$ cat src/bsc_pkg.sv
// ----------------------------------------------------------------------------
// bsc_pkg
// Types and codes shared by the banker's safety check unit.
// ----------------------------------------------------------------------------
`default_nettype none

package bsc_pkg;

    // Input item kinds
    localparam logic [1:0] KIND_LOAD    = 2'd0;
    localparam logic [1:0] KIND_AVAIL   = 2'd1;
    localparam logic [1:0] KIND_REQUEST = 2'd2;

    // Result status codes
    localparam logic [2:0] STAT_LOADED  = 3'd0;
    localparam logic [2:0] STAT_INVALID = 3'd1;
    localparam logic [2:0] STAT_BLOCKED = 3'd2;
    localparam logic [2:0] STAT_SAFE    = 3'd3;
    localparam logic [2:0] STAT_UNSAFE  = 3'd4;

    // One process row as stored in the row memory
    typedef struct packed {
        logic [7:0] alloc_a;
        logic [7:0] alloc_b;
        logic [7:0] alloc_c;
        logic [7:0] need_a;
        logic [7:0] need_b;
        logic [7:0] need_c;
    } bsc_row_t;

    // Sequencer states
    typedef enum logic [2:0] {
        ST_IDLE,
        ST_REQ_CHK,
        ST_SCAN,
        ST_FINAL,
        ST_SO_RD,
        ST_SO_OUT
    } bsc_state_t;

endpackage

`default_nettype wire

$ cat src/bsc_ram.sv
// ----------------------------------------------------------------------------
// bsc_ram
// Generic single-write, single-read synchronous RAM with registered read.
// ----------------------------------------------------------------------------
`default_nettype none

module bsc_ram #(
    parameter int WIDTH = 8,
    parameter int DEPTH = 8
) (
    input  wire logic                     clk,
    input  wire logic                     we,
    input  wire logic [$clog2(DEPTH)-1:0] waddr,
    input  wire logic [WIDTH-1:0]         wdata,
    input  wire logic                     re,
    input  wire logic [$clog2(DEPTH)-1:0] raddr,
    output logic      [WIDTH-1:0]         rdata
);

    logic [WIDTH-1:0] mem_reg [DEPTH];

    // Write port
    always_ff @(posedge clk)
    begin
        if (we)
        begin
            mem_reg[waddr] <= wdata;
        end
    end

    // Registered read, hold when not enabled
    always_ff @(posedge clk)
    begin
        if (re)
        begin
            rdata <= mem_reg[raddr];
        end
    end

endmodule

`default_nettype wire

$ cat src/bankers_safety_check_unit.sv
// ----------------------------------------------------------------------------
// bankers_safety_check_unit
// Banker's algorithm deadlock avoidance over three resource types.
// ----------------------------------------------------------------------------
// Row loads and available-count writes each give one result.
// A request reads its row, then checks it, and then the
// safety scan streams PROCESSES*PROCESSES row reads out of the row memory,
// one row test per cycle. A granted request then gives one result per entry
// of the safe order, each read from the order memory and then presented.
// The scan's work vector update sets the row test rate.
`default_nettype none

module bankers_safety_check_unit import bsc_pkg::*; #(
    parameter int PROCESSES = 8
) (
    input  wire logic       clk,
    input  wire logic       rst_n,
    input  wire logic       in_valid,
    output logic            in_ready,
    input  wire logic [1:0] kind,
    input  wire logic [2:0] process,
    input  wire logic [7:0] amount_a,
    input  wire logic [7:0] amount_b,
    input  wire logic [7:0] amount_c,
    input  wire logic [7:0] need_a,
    input  wire logic [7:0] need_b,
    input  wire logic [7:0] need_c,
    output logic            out_valid,
    input  wire logic       out_ready,
    output logic [2:0]      status,
    output logic [2:0]      order_process,
    output logic            last
);

    localparam int IDX_W = $clog2(PROCESSES);
    localparam int CNT_W = $clog2(PROCESSES + 1);
    localparam logic [4:0] PROC_LIM = 5'(PROCESSES);
    localparam logic [IDX_W-1:0] ROW_LAST = IDX_W'(PROCESSES - 1);
    localparam logic [CNT_W-1:0] K_LAST = CNT_W'(PROCESSES - 1);

    bsc_state_t state_reg, state_next;

    logic [7:0]  avail_a_reg, avail_b_reg, avail_c_reg;
    logic [7:0]  avail_a_next, avail_b_next, avail_c_next;
    logic [11:0] work_a_reg, work_b_reg, work_c_reg;
    logic [11:0] work_a_next, work_b_next, work_c_next;
    logic [7:0]  amt_a_reg, amt_b_reg, amt_c_reg;
    logic [7:0]  amt_a_next, amt_b_next, amt_c_next;
    logic [2:0]  proc_reg, proc_next;
    bsc_row_t    orig_row_reg, orig_row_next;
    logic [PROCESSES-1:0] row_vld_reg, row_vld_next;
    logic [PROCESSES-1:0] fin_reg, fin_next;
    logic [IDX_W-1:0] rd_row_reg, rd_row_next;
    logic [IDX_W-1:0] rd_pass_reg, rd_pass_next;
    logic        rd_act_reg, rd_act_next;
    logic        ev_vld_reg, ev_vld_next;
    logic [IDX_W-1:0] ev_row_reg, ev_row_next;
    logic        ev_done_reg, ev_done_next;
    logic [CNT_W-1:0] len_reg, len_next;
    logic [CNT_W-1:0] k_reg, k_next;
    logic        rvld_q_reg, rvld_q_next;
    logic        out_valid_reg, out_valid_next;
    logic [2:0]  status_reg, status_next;
    logic [2:0]  order_reg, order_next;
    logic        last_reg, last_next;

    // Row memory ports
    logic             row_we, row_re;
    logic [IDX_W-1:0] row_waddr, row_raddr;
    bsc_row_t         row_wdata, row_rdata, row_q;

    // Safe order memory ports
    logic             so_we, so_re;
    logic [IDX_W-1:0] so_waddr, so_raddr;
    logic [2:0]       so_wdata, so_rdata;

    logic             ofree;
    logic [4:0]       in_proc_ext, reg_proc_ext, ev_row_ext;
    logic             in_range;
    logic [IDX_W-1:0] in_idx, reg_idx;
    logic             over_need, over_alloc, over_avail, fits;
    logic [8:0]       sum_a, sum_b, sum_c;

    bsc_ram #(.WIDTH($bits(bsc_row_t)), .DEPTH(PROCESSES)) u_row_ram (
        .clk   (clk),
        .we    (row_we),
        .waddr (row_waddr),
        .wdata (row_wdata),
        .re    (row_re),
        .raddr (row_raddr),
        .rdata (row_rdata)
    );

    bsc_ram #(.WIDTH(3), .DEPTH(PROCESSES)) u_order_ram (
        .clk   (clk),
        .we    (so_we),
        .waddr (so_waddr),
        .wdata (so_wdata),
        .re    (so_re),
        .raddr (so_raddr),
        .rdata (so_rdata)
    );

    // Rows never written read as zero
    assign row_q = rvld_q_reg ? row_rdata : '0;

    assign ofree        = !out_valid_reg || out_ready;
    assign in_proc_ext  = {2'b00, process};
    assign reg_proc_ext = {2'b00, proc_reg};
    assign ev_row_ext   = 5'(ev_row_reg);
    assign in_range     = in_proc_ext < PROC_LIM;
    assign in_idx       = IDX_W'(in_proc_ext);
    assign reg_idx      = IDX_W'(reg_proc_ext);

    // Request checks against the fetched row
    assign sum_a = {1'b0, row_q.alloc_a} + {1'b0, amt_a_reg};
    assign sum_b = {1'b0, row_q.alloc_b} + {1'b0, amt_b_reg};
    assign sum_c = {1'b0, row_q.alloc_c} + {1'b0, amt_c_reg};
    assign over_need  = (amt_a_reg > row_q.need_a) || (amt_b_reg > row_q.need_b)
                     || (amt_c_reg > row_q.need_c);
    assign over_alloc = sum_a[8] || sum_b[8] || sum_c[8];
    assign over_avail = (amt_a_reg > avail_a_reg) || (amt_b_reg > avail_b_reg)
                     || (amt_c_reg > avail_c_reg);

    // Row test of the scan
    assign fits = !fin_reg[ev_row_reg]
               && ({4'b0, row_q.need_a} <= work_a_reg)
               && ({4'b0, row_q.need_b} <= work_b_reg)
               && ({4'b0, row_q.need_c} <= work_c_reg);

    assign in_ready      = (state_reg == ST_IDLE) && ofree;
    assign out_valid     = out_valid_reg;
    assign status        = status_reg;
    assign order_process = order_reg;
    assign last          = last_reg;

    // Sequencer: next state, memory access and result loading
    always_comb
    begin
        state_next     = state_reg;
        avail_a_next   = avail_a_reg;
        avail_b_next   = avail_b_reg;
        avail_c_next   = avail_c_reg;
        work_a_next    = work_a_reg;
        work_b_next    = work_b_reg;
        work_c_next    = work_c_reg;
        amt_a_next     = amt_a_reg;
        amt_b_next     = amt_b_reg;
        amt_c_next     = amt_c_reg;
        proc_next      = proc_reg;
        orig_row_next  = orig_row_reg;
        row_vld_next   = row_vld_reg;
        fin_next       = fin_reg;
        rd_row_next    = rd_row_reg;
        rd_pass_next   = rd_pass_reg;
        rd_act_next    = rd_act_reg;
        ev_vld_next    = 1'b0;
        ev_row_next    = ev_row_reg;
        ev_done_next   = 1'b0;
        len_next       = len_reg;
        k_next         = k_reg;
        rvld_q_next    = rvld_q_reg;
        out_valid_next = out_valid_reg && !out_ready;
        status_next    = status_reg;
        order_next     = order_reg;
        last_next      = last_reg;
        row_we         = 1'b0;
        row_waddr      = reg_idx;
        row_wdata      = orig_row_reg;
        row_re         = 1'b0;
        row_raddr      = reg_idx;
        so_we          = 1'b0;
        so_waddr       = IDX_W'(len_reg);
        so_wdata       = ev_row_ext[2:0];
        so_re          = 1'b0;
        so_raddr       = IDX_W'(k_reg);

        unique case (state_reg)
            ST_IDLE:
            begin
                if (in_valid && in_ready)
                begin
                    proc_next  = process;
                    amt_a_next = amount_a;
                    amt_b_next = amount_b;
                    amt_c_next = amount_c;
                    case (kind)
                        KIND_LOAD:
                        begin
                            if (in_range)
                            begin
                                row_we    = 1'b1;
                                row_waddr = in_idx;
                                row_wdata = '{alloc_a: amount_a, alloc_b: amount_b,
                                              alloc_c: amount_c, need_a: need_a,
                                              need_b: need_b, need_c: need_c};
                                row_vld_next[in_idx] = 1'b1;
                            end
                            out_valid_next = 1'b1;
                            status_next    = STAT_LOADED;
                            order_next     = 3'd0;
                            last_next      = 1'b1;
                        end
                        KIND_AVAIL:
                        begin
                            avail_a_next   = amount_a;
                            avail_b_next   = amount_b;
                            avail_c_next   = amount_c;
                            out_valid_next = 1'b1;
                            status_next    = STAT_LOADED;
                            order_next     = 3'd0;
                            last_next      = 1'b1;
                        end
                        KIND_REQUEST:
                        begin
                            if (in_range)
                            begin
                                row_re      = 1'b1;
                                row_raddr   = in_idx;
                                rvld_q_next = row_vld_reg[in_idx];
                                state_next  = ST_REQ_CHK;
                            end
                            else
                            begin
                                out_valid_next = 1'b1;
                                status_next    = STAT_INVALID;
                                order_next     = 3'd0;
                                last_next      = 1'b1;
                            end
                        end
                        default:
                        begin
                            // Unused kind: drop the item
                        end
                    endcase
                end
            end

            ST_REQ_CHK:
            begin
                if (ofree)
                begin
                    if (over_need || over_alloc || over_avail)
                    begin
                        out_valid_next = 1'b1;
                        status_next    = (over_need || over_alloc) ? STAT_INVALID
                                                                   : STAT_BLOCKED;
                        order_next     = 3'd0;
                        last_next      = 1'b1;
                        state_next     = ST_IDLE;
                    end
                    else
                    begin
                        // Grant tentatively and start the scan
                        orig_row_next = row_q;
                        row_we        = 1'b1;
                        row_wdata     = '{alloc_a: sum_a[7:0], alloc_b: sum_b[7:0],
                                          alloc_c: sum_c[7:0],
                                          need_a: row_q.need_a - amt_a_reg,
                                          need_b: row_q.need_b - amt_b_reg,
                                          need_c: row_q.need_c - amt_c_reg};
                        row_vld_next[reg_idx] = 1'b1;
                        avail_a_next  = avail_a_reg - amt_a_reg;
                        avail_b_next  = avail_b_reg - amt_b_reg;
                        avail_c_next  = avail_c_reg - amt_c_reg;
                        work_a_next   = {4'b0, avail_a_reg - amt_a_reg};
                        work_b_next   = {4'b0, avail_b_reg - amt_b_reg};
                        work_c_next   = {4'b0, avail_c_reg - amt_c_reg};
                        fin_next      = '0;
                        len_next      = '0;
                        rd_row_next   = '0;
                        rd_pass_next  = '0;
                        rd_act_next   = 1'b1;
                        state_next    = ST_SCAN;
                    end
                end
            end

            ST_SCAN:
            begin
                // Issue the next row read
                if (rd_act_reg)
                begin
                    row_re       = 1'b1;
                    row_raddr    = rd_row_reg;
                    rvld_q_next  = row_vld_reg[rd_row_reg];
                    ev_vld_next  = 1'b1;
                    ev_row_next  = rd_row_reg;
                    ev_done_next = (rd_row_reg == ROW_LAST) && (rd_pass_reg == ROW_LAST);
                    if (rd_row_reg == ROW_LAST)
                    begin
                        rd_row_next  = '0;
                        rd_pass_next = rd_pass_reg + 1'b1;
                        if (rd_pass_reg == ROW_LAST)
                        begin
                            rd_act_next = 1'b0;
                        end
                    end
                    else
                    begin
                        rd_row_next = rd_row_reg + 1'b1;
                    end
                end
                // Test the row that came back
                if (ev_vld_reg)
                begin
                    if (fits)
                    begin
                        fin_next[ev_row_reg] = 1'b1;
                        work_a_next = work_a_reg + {4'b0, row_q.alloc_a};
                        work_b_next = work_b_reg + {4'b0, row_q.alloc_b};
                        work_c_next = work_c_reg + {4'b0, row_q.alloc_c};
                        so_we       = 1'b1;
                        len_next    = len_reg + 1'b1;
                    end
                    if (ev_done_reg)
                    begin
                        state_next = ST_FINAL;
                    end
                end
            end

            ST_FINAL:
            begin
                if (&fin_reg)
                begin
                    k_next     = '0;
                    state_next = ST_SO_RD;
                end
                else if (ofree)
                begin
                    // Roll back the grant
                    row_we         = 1'b1;
                    row_wdata      = orig_row_reg;
                    avail_a_next   = avail_a_reg + amt_a_reg;
                    avail_b_next   = avail_b_reg + amt_b_reg;
                    avail_c_next   = avail_c_reg + amt_c_reg;
                    out_valid_next = 1'b1;
                    status_next    = STAT_UNSAFE;
                    order_next     = 3'd0;
                    last_next      = 1'b1;
                    state_next     = ST_IDLE;
                end
            end

            ST_SO_RD:
            begin
                so_re      = 1'b1;
                state_next = ST_SO_OUT;
            end

            ST_SO_OUT:
            begin
                if (ofree)
                begin
                    out_valid_next = 1'b1;
                    status_next    = STAT_SAFE;
                    order_next     = so_rdata;
                    last_next      = (k_reg == K_LAST);
                    if (k_reg == K_LAST)
                    begin
                        state_next = ST_IDLE;
                    end
                    else
                    begin
                        k_next     = k_reg + 1'b1;
                        state_next = ST_SO_RD;
                    end
                end
            end

            default:
            begin
                state_next = ST_IDLE;
            end
        endcase
    end

    // State register
    always_ff @(posedge clk or negedge rst_n)
    begin
        if (!rst_n)
        begin
            state_reg     <= ST_IDLE;
            avail_a_reg   <= '0;
            avail_b_reg   <= '0;
            avail_c_reg   <= '0;
            work_a_reg    <= '0;
            work_b_reg    <= '0;
            work_c_reg    <= '0;
            row_vld_reg   <= '0;
            fin_reg       <= '0;
            rd_act_reg    <= 1'b0;
            ev_vld_reg    <= 1'b0;
            ev_done_reg   <= 1'b0;
            len_reg       <= '0;
            k_reg         <= '0;
            rvld_q_reg    <= 1'b0;
            out_valid_reg <= 1'b0;
        end
        else
        begin
            state_reg     <= state_next;
            avail_a_reg   <= avail_a_next;
            avail_b_reg   <= avail_b_next;
            avail_c_reg   <= avail_c_next;
            work_a_reg    <= work_a_next;
            work_b_reg    <= work_b_next;
            work_c_reg    <= work_c_next;
            row_vld_reg   <= row_vld_next;
            fin_reg       <= fin_next;
            rd_act_reg    <= rd_act_next;
            ev_vld_reg    <= ev_vld_next;
            ev_done_reg   <= ev_done_next;
            len_reg       <= len_next;
            k_reg         <= k_next;
            rvld_q_reg    <= rvld_q_next;
            out_valid_reg <= out_valid_next;
        end
    end

    // Payload registers
    always_ff @(posedge clk)
    begin
        amt_a_reg    <= amt_a_next;
        amt_b_reg    <= amt_b_next;
        amt_c_reg    <= amt_c_next;
        proc_reg     <= proc_next;
        orig_row_reg <= orig_row_next;
        rd_row_reg   <= rd_row_next;
        rd_pass_reg  <= rd_pass_next;
        ev_row_reg   <= ev_row_next;
        status_reg   <= status_next;
        order_reg    <= order_next;
        last_reg     <= last_next;
    end

endmodule

`default_nettype wire

$ cat config.mk
export PLATFORM = sky130hd
export DESIGN_NAME = bankers_safety_check_unit
export DESIGN_NICKNAME = d
export VERILOG_FILES = /design/src/bsc_pkg.sv /design/src/bsc_ram.sv /design/src/bankers_safety_check_unit.sv
export SDC_FILE = /design/constraint.sdc
export NUM_CORES = 1
export LEC_CHECK = 0
export ABC_CLOCK_PERIOD_IN_PS = 13300
export BUFFER_PORTS_ARGS = -buffer_cell sky130_fd_sc_hd__buf_2
export CAP_MARGIN = 30
export CELL_PAD_IN_SITES_DETAIL_PLACEMENT = 1
export CELL_PAD_IN_SITES_GLOBAL_PLACEMENT = 2
export CORE_MARGIN = 8
export CORE_UTILIZATION = 35
export DETAILED_ROUTE_END_ITERATION = 6
export PLACE_DENSITY_LB_ADDON = 0.2
export RECOVER_POWER = 100
export REMOVE_ABC_BUFFERS = 1
export SLEW_MARGIN = 25
export SYNTH_ARGS = -nofsm -noshare
export SYNTH_HDL_FRONTEND = slang
export SYNTH_HIERARCHICAL = 1
export SYNTH_SLANG_ARGS = --single-unit
$ cat constraint.sdc
create_clock -name clk -period 13.3 [get_ports clk]
set_input_delay 0.665 -clock clk [delete_from_list [all_inputs] [get_ports clk]]
set_output_delay 0.665 -clock clk [all_outputs]
set_load 0.01 [all_outputs]
==> flow_summary.toml, run 1 <==
[layout]
final_layout_size_suffix_gt1_frac = 0.133
number_of_flip_flops_under_the_largest_register_name = 384
synthToLayoutAreaGrowth_pct = 12.4
finalCoreUtilization = 0.397
design.final.nets = 2496
seqCellArea_um2 = 18800
multiInputGateArea_um2 = 12000
final.fill_count = 9223

[logic_synthesis]
synthesis.instances = 2212
netlist_top_cells_count = "sky130_fd_sc_hd__edfxtp_1, sky130_fd_sc_hd__ha_1, sky130_fd_sc_hd__nand2_1"
netlist.area_leader.share = 0.520
number_of_synthesized_flops_with_an_enable_pin = 550
synth.lib_cells_used.distinct = 89
synth.ff_latch_count = 641
netlist_top_cells_area = "sky130_fd_sc_hd__edfxtp_1, sky130_fd_sc_hd__dfrtp_1, sky130_fd_sc_hd__mux4_2"
synth_area_leader_cell = "sky130_fd_sc_hd__edfxtp_1"
yosysMostFrequentCell = "sky130_fd_sc_hd__edfxtp_1"
ys_seq_area_frac = 0.592
ys_async_sr_fraction = 0.142
netlist_area_um2 = 31800
yosysWarningCount = 6
average_instance_area_after_synthesis_um2 = 14.4
synth_flop_cell = "sky130_fd_sc_hd__edfxtp_1"

[power]
worst_ir_drop_vdd_v = 0.000113
powerDensity_nw_per_um2 = 190
leakage_uw = 0.0127

[timing]
timing_hold_violations_final = 0
worstMarginPinSlew_ns = 3.81
achievable-frequency_ghz = 0.109
slew_violations = 473
timing.max_slew.rel_slack = -1.54
setup-violations-final = 0
setup_repair_after_global_routing_missed_its_margin = "no"
clock-skew-final_ns = 0.0293
timing.final.crit_share = 0.690
setup_tns_ns = 0
final.min_clock_period_ns = 9.17

[setup_path]
r2r_depth = 12
critPathArrivalTime_ns = 9.53
worstSetupStartpointType = "flip-flop"
timing.critical_path.to_type = "flip-flop"
reg_to_reg_slack_setup_ns = 4.13
crit_path_kind = "reg -> reg"
worstSetupStartpoint = "rvld_q_reg"
cp.required_ns = 13.65
worstReg2RegEnd = "u_row_ram/mem_reg[2][34]"
reg2reg_from = "rvld_q_reg"
crit_fanout = 60

[clock_network]
cts.sinks = 641
htree_num_levels = 3
cts_post_setup_buffers_inserted = 0
post_cts_resized = 0
cts_max_path_buffers = 3
post_cts_hold_buffer_count = 1
cts_made_buffers = 74
tritoncts = "built"
clkSlewWorstSetupHoldPaths_ns = 0.06
clockRootBuffer = "sky130_fd_sc_hd__clkbuf_16"
clk_latency_ns = 0.63

[route]
routed-via-count = 19900
drt_drc_violations_left = 0
drt_iter0_drc = 1491
drtPass1Iterations = 5
routed_wire_length_per_instance_um = 28.0
route.detailed.vias_per_inst = 5.64
route.antenna.remaining_nets = 0
detail_route.wirelength_mm = 98.8

[floorplanning]
total_die_area_um2 = 101000
chipHeight_um = 317
floorplan.die.width_um = 317
top_level_ports = 66
row_count = 110
coreArea_um2 = 90000
starting_utilization_of_the_core_area = 0.353

[global_routing]
grtUsageTotal = 0.196
grt_start_max_net_pins = 61
grt_pass1_wl_mm = 146
grt_remaining_overflow = 0
first_global_vias = 21100
number_of_antenna_violations_at_the_first_check_in_global_routing = 4

[run]
timing.max_cap.violations = 17

[min_path]
timing.hold.worst_endpoint = "amt_c_reg[0]"
worst_hold_path_startpoint = "amount_c[0]"
worstHoldPathType = "in -> reg"
instance_count_along_the_most_critical_hold_path = 1

[run_status]
violated_checks = "capacitance limit, slew limit"
result_of_the_run = "finished with violations"

[place]
dp_hpwl_mm = 65.9
port_buffers = 65
routabilityCongestion = 0.802
==> power breakdown <==
group | internal (uW) | switching [uW]
combinational | 780 | 1320
clock | 1260 | 858
sequential | 2470 | 89.6
total | 4520 | 2270
==> through the flow <==
| step | total power [uW] | cells | worst slack (ns) | hold slack (ns) | cell area [um^2] |
|---|---|---|---|---|---|
| finish | 6790 | 3530 | 4.13 | 0.301 | 35700 |
| CTS | 6900 | 3527 | 7.50 | 0.210 | 36000 |
| floorplan | 4020 | 2106 | 4.22 | 0.369 | 31200 |
| global placement | 4700 | 3386 | 7.65 | 0.479 | 33400 |
| global route | 7120 | 3529 | 3.65 | 0.295 | 35700 |
| detailed placement | 4750 | 3390 | 7.49 | 0.493 | 33500 |
==> layout make-up <==
| type | count | area share |
|---|---|---|
| clock buffer | 90 | 0.0556 |
| tap | 1176 | 0.0412 |
| timing repair buffer | 111 | 0.0165 |
| sequential | 641 | 0.526 |
| clock inverter | 46 | 0.0146 |
| antenna | 1 | 0.0000701 |
| multi-input combinational | 1362 | 0.335 |
| inverter | 103 | 0.0108 |
==> worst max path at each step <==
stage                                to  slack [ns]  cells past startpoint
6_report       u_row_ram/mem_reg[2][34]        4.13                     12
5_1_grt        u_row_ram/mem_reg[4][22]        3.65                     14
4_1_cts        u_row_ram/mem_reg[6][41]        7.50                     11
3_5_place_dp   u_row_ram/mem_reg[7][41]        7.49                     11
3_3_place_gp   u_row_ram/mem_reg[7][24]        7.65                     11
2_1_floorplan   u_row_ram/mem_reg[0][0]        4.22                      9
==> layer usage <==
layer  vias to the layer above  GRT usage  routed length (um)  share of wire
li1                       8759          -                   -              -
met1                     10600      0.276               45900           0.46
met2                       440      0.321               46500           0.47
met3                       138     0.0229                4140          0.042
met4                         0     0.0506                2340          0.024
met5                         -          0                   0              0
==> cells by family after synthesis <==
| logic type | Yosys count | synth area share |
|---|---|---|
| adder cells (fa/ha/maj) | 148 | 0.0603 |
| flip-flops | 641 | 0.592 |
| multiplexers | 230 | 0.123 |
| XOR/XNOR | 85 | 0.0234 |
| AND/OR/NAND/NOR | 482 | 0.0793 |
| buffers and inverters | 209 | 0.0299 |
| AO/OA/AOI/OAI | 417 | 0.0923 |
==> placed cells by master, fill, tap and decap left out, types with 11 or more instances in the layout <==
master / count
sky130_fd_sc_hd__edfxtp_1: 550
sky130_fd_sc_hd__ha_1: 137
sky130_fd_sc_hd__nand2_1: 118
sky130_fd_sc_hd__inv_1: 99
sky130_fd_sc_hd__mux4_2: 96
sky130_fd_sc_hd__nor2_1: 94
sky130_fd_sc_hd__dfrtp_1: 90
sky130_fd_sc_hd__a21oi_1: 85
sky130_fd_sc_hd__clkbuf_16: 77
sky130_fd_sc_hd__o21ai_0: 74
sky130_fd_sc_hd__clkbuf_1: 71
sky130_fd_sc_hd__mux2_1: 55
sky130_fd_sc_hd__xnor2_1: 54
sky130_fd_sc_hd__a221o_1: 45
sky130_fd_sc_hd__nor3_1: 39
sky130_fd_sc_hd__and2_1: 38
sky130_fd_sc_hd__mux2i_1: 38
sky130_fd_sc_hd__and2_0: 37
sky130_fd_sc_hd__xor2_1: 31
sky130_fd_sc_hd__buf_2: 28
sky130_fd_sc_hd__mux2_2: 27
sky130_fd_sc_hd__nand2b_1: 21
sky130_fd_sc_hd__a21o_1: 20
sky130_fd_sc_hd__buf_4: 20
sky130_fd_sc_hd__a31oi_1: 19
sky130_fd_sc_hd__clkinv_1: 19
sky130_fd_sc_hd__and3_1: 18
sky130_fd_sc_hd__a22oi_1: 18
sky130_fd_sc_hd__nor2b_1: 17
sky130_fd_sc_hd__nand4_1: 16
sky130_fd_sc_hd__nand3_1: 15
sky130_fd_sc_hd__o21bai_1: 14
sky130_fd_sc_hd__o21a_1: 13
sky130_fd_sc_hd__o31ai_1: 13
sky130_fd_sc_hd__a211oi_1: 12
sky130_fd_sc_hd__o211ai_1: 12
sky130_fd_sc_hd__nor4_1: 12
sky130_fd_sc_hd__o221ai_1: 11
==> critical path, cell delays in order, from the launching register on <==
cell and delay (ns):
sky130_fd_sc_hd__dfrtp_2 0.33, sky130_fd_sc_hd__clkbuf_1 2.67, sky130_fd_sc_hd__nand2_1 0.54, sky130_fd_sc_hd__xnor2_1 0.39, sky130_fd_sc_hd__ha_1 0.23, sky130_fd_sc_hd__nand3_1 0.09
sky130_fd_sc_hd__a21oi_1 0.30, sky130_fd_sc_hd__o211ai_1 0.28, sky130_fd_sc_hd__nand4_1 0.32, sky130_fd_sc_hd__nor4b_4 0.09, sky130_fd_sc_hd__o21bai_4 0.12, sky130_fd_sc_hd__clkbuf_1 2.69
sky130_fd_sc_hd__a221o_1 0.79
Note: power is estimated with default switching activity, not from simulation.
==> run 2: changes to the inputs <==
Settings changed: ABC_AREA set to 1, ABC_CLOCK_PERIOD_IN_PS 13300 to 8750.
Clock period 13.3 ns to 8.75 ns, I/O delays scaled along.
==> run 2 against run 1 <==
Against the previous run:
- the flow still finishes with violations (capacitance limit, slew limit)
- hold slack got worse by 0.18 ns
- critical path depth decreased by 1
- combinational power increased to 3.1 times the previous value
- via count up 38%
- routed wire length is 23% higher
- highest routed layer unchanged
==> flow_summary.toml, run 2 <==
[timing]
setup-violations-final = 0
slew_violations = 428
achievable-frequency_ghz = 0.141
clock-skew-final_ns = 0.0179
setup_repair_after_global_routing_missed_its_margin = "no"
timing.final.crit_share = 0.810
timing.final.ws_setup_ns = 1.66
timing.max_slew.rel_slack = -1.17
worstMarginPinSlew_ns = 3.26
final.min_clock_period_ns = 7.09
finalHoldWorstSlack_ns = 0.118
timing_hold_violations_final = 0

[clock_network]
tritoncts = "built"
htree_num_levels = 3
cts_max_path_buffers = 3
clockRootBuffer = "sky130_fd_sc_hd__clkbuf_16"
clkSlewWorstSetupHoldPaths_ns = 0.06
post_cts_resized = 0
cts_made_buffers = 79
cts.sinks = 641
clk_latency_ns = 0.65

[layout]
number_of_flip_flops_under_the_largest_register_name = 384
postLayoutCellArea_um2 = 39300
final_layout_size_suffix_gt1_frac = 0.0553
layout_commonest_cell = "sky130_fd_sc_hd__nand2_1"
design.final.nets = 4333
synthToLayoutAreaGrowth_pct = 12.2
layout_common_cells = "sky130_fd_sc_hd__nand2_1, sky130_fd_sc_hd__inv_1, sky130_fd_sc_hd__edfxtp_1"

[route]
met2_length_mm = 58.6
drt_drc_violations_left = 0
detail_route.wirelength_mm = 122
route.detailed.vias_per_inst = 5.00
routed-via-count = 27400
drt_iter0_drc = 1605
routed_wire_length_per_instance_um = 22.2
route.antenna.remaining_nets = 0
detailed_route_wirelength_on_metal3_mm = 4.74
drtPass1Iterations = 6
met1_length_mm = 55.8
topRoutingLayerUsed = "met4"

[logic_synthesis]
yosysMostFrequentCell = "sky130_fd_sc_hd__nand2_1"
synth_adder_area_share = 0.0541
synth.ff_latch_count = 641
main_combinational_cell_family_by_area_after_synthesis = "simple AND/OR/NAND/NOR gates"
synthesis.instances = 4081
synth.lib_cells_used.distinct = 53
ys_seq_area_frac = 0.536
yosysWarningCount = 6
synthXorXnorAreaFrac = 0.0167
synth_flop_cell = "sky130_fd_sc_hd__edfxtp_1"
average_instance_area_after_synthesis_um2 = 8.58
netlist_area_um2 = 35000
number_of_synthesized_flops_with_an_enable_pin = 550
synth_area_leader_cell = "sky130_fd_sc_hd__edfxtp_1"
netlist.area_leader.share = 0.471
synth_compound_gate_area_share = 0.0626
ys_async_sr_fraction = 0.142
netlist_top_cells_count = "sky130_fd_sc_hd__nand2_1, sky130_fd_sc_hd__inv_1, sky130_fd_sc_hd__edfxtp_1"
synthMuxAreaShare = 0
netlist_top_cells_area = "sky130_fd_sc_hd__edfxtp_1, sky130_fd_sc_hd__nand2_1, sky130_fd_sc_hd__inv_1"
basic_gate_share_of_the_synthesized_area_counting_and_or_nand_and_nor_cells = 0.230

[setup_path]
worstSetupStartpointType = "flip-flop"
crit_path_kind = "reg -> reg"
timing.critical_path.to_type = "flip-flop"
crit_fanout = 31
critical_path.n_buffers_inverters = 3
r2r_depth = 11
worst-path-stages = 11
critPathSlowestCell = "sky130_fd_sc_hd__clkbuf_1"
cpLargestDelayFamily = "buffers and inverters"
crit_path_max_incr_delay_ns = 1.82
worst_path_most_repeated_cell = "sky130_fd_sc_hd__nand2_1"
cp.required_ns = 8.95
cells_along_the_critical_path = "nor2_4 > buf_4 > nand2_1 > nor2_1 > nand2_1 > inv_1 > nand2_4 > o21ai_0 > nand2_1 > nor2_4 > clkbuf_1"
critPathArrivalTime_ns = 7.29

[floorplanning]
coreArea_um2 = 99700
total_die_area_um2 = 110000
floorplan.die.width_um = 332
chipHeight_um = 332
starting_utilization_of_the_core_area = 0.351
row_count = 116
top_level_ports = 66

[power]
worst_ir_drop_vdd_v = 0.000238
powerDensity_nw_per_um2 = 365
leakage_uw = 0.0181

[global_routing]
grt_pass1_wl_mm = 183
grt_start_max_net_pins = 79
number_of_antenna_violations_at_the_first_check_in_global_routing = 4
first_global_vias = 28300
grtUsageTotal = 0.217
grt_remaining_overflow = 0

[run_status]
violated_checks = "capacitance limit, slew limit"
result_of_the_run = "finished with violations"

[place]
port_buffers = 65
dp_hpwl_mm = 80.3
post_place_cell_area_um2 = 36900
dp_slack_ns = 3.13
routabilityCongestion = 0.830

[run]
timing.max_cap.violations = 14

[min_path]
worstHoldPathType = "in -> reg"
instance_count_along_the_most_critical_hold_path = 1
==> run 2: cell count changes after synthesis, sizes merged, moves of 26 or more <==
cell	previous run	this run
a21oi	85	124
a221o	45	0
and2	76	1
buf	44	94
inv	102	734
mux2	87	0
mux2i	38	0
mux4	105	0
nand2	119	1203
nand3	15	352
nand4	16	42
nor2	101	280
o21ai	79	189
xnor2	54	20
==> run 2: worst register-to-register path: stages (launching register included) <==
cell and delay, ns:
sky130_fd_sc_hd__dfrtp_1 0.43, sky130_fd_sc_hd__nor2_4 0.11, sky130_fd_sc_hd__buf_4 0.41, sky130_fd_sc_hd__nand2_1 0.65
sky130_fd_sc_hd__nor2_1 0.34, sky130_fd_sc_hd__nand2_1 0.13, sky130_fd_sc_hd__inv_1 1.20, sky130_fd_sc_hd__nand2_4 0.59
sky130_fd_sc_hd__o21ai_0 0.53, sky130_fd_sc_hd__nand2_1 0.22, sky130_fd_sc_hd__nor2_4 0.14, sky130_fd_sc_hd__clkbuf_1 1.82
==> run 2: worst paths after layout <==
check	from	end	slack (ns)
setup / recovery	state_reg[1]	u_row_ram/mem_reg[4][27]	1.66
hold / removal	amount_b[0]	amt_b_reg[0]	0.12
hold reg to reg	row_vld_reg[4]	row_vld_reg[4]	0.49
max in group asynchronous	rst_n	rvld_q_reg	2.87
min in group asynchronous	rst_n	work_b_reg[10]	1.38
setup reg to reg	state_reg[1]	u_row_ram/mem_reg[4][27]	1.66
==> run 2: per-stage QoR <==
stage / TNS (ns) / util / power (uW) / cells
finish: 0 / 0.394 / 14300 / 5492
detailed placement: 0 / 0.370 / 11200 / 5345
global route: 0 / 0.394 / 15300 / 5491
global placement: 0 / 0.369 / 11100 / 5340
floorplan: -347.79 / - / 8730 / 3931
CTS: 0 / 0.396 / 14500 / 5490
==> run 2: repair_timing <==
action / CTS / global route
hold buffers: 1 / 0
endpoints found under the hold margin: 47 / 0
buffers inserted: 0 / 0
==> run 2: layout make-up <==
| cell class | instances | area, um^2 |
|---|---|---|
| multi-input cells | 2555 | 12800 |
| fillers | 11600 | 60400 |
| diodes | 1 | 2.50 |
| inverters | 735 | 2770 |
| clock buffers | 105 | 2220 |
| clock inverters | 39 | 370 |
| flip-flops and latches | 641 | 18800 |
| repair buffers | 118 | 672 |
| well taps | 1298 | 1620 |
==> run 2: metal layers <==
metal / global-route usage / vias to the layer above
li1: - / 13200
met1: 0.292 / 13600
met2: 0.375 / 489
met3: 0.0274 / 153
met4: 0.0466 / 0
met5: 0 / -
==> run 2: logic make-up after synthesis <==
kind of cell / Yosys count
AOI/OAI and AO/OA: 396
xor gates and xnor gates: 67
adders and majority gates: 146
buffers and inverters: 885
DFF: 641
and+or+nand+nor: 1946
==> run 2: where the power goes <==
group          internal (uW)  switching, uW  leakage (uW)
clock                   1980           1340       0.00126
combinational           1820           4730        0.0107
sequential              4200            260       0.00618
total                   8010           6330        0.0181
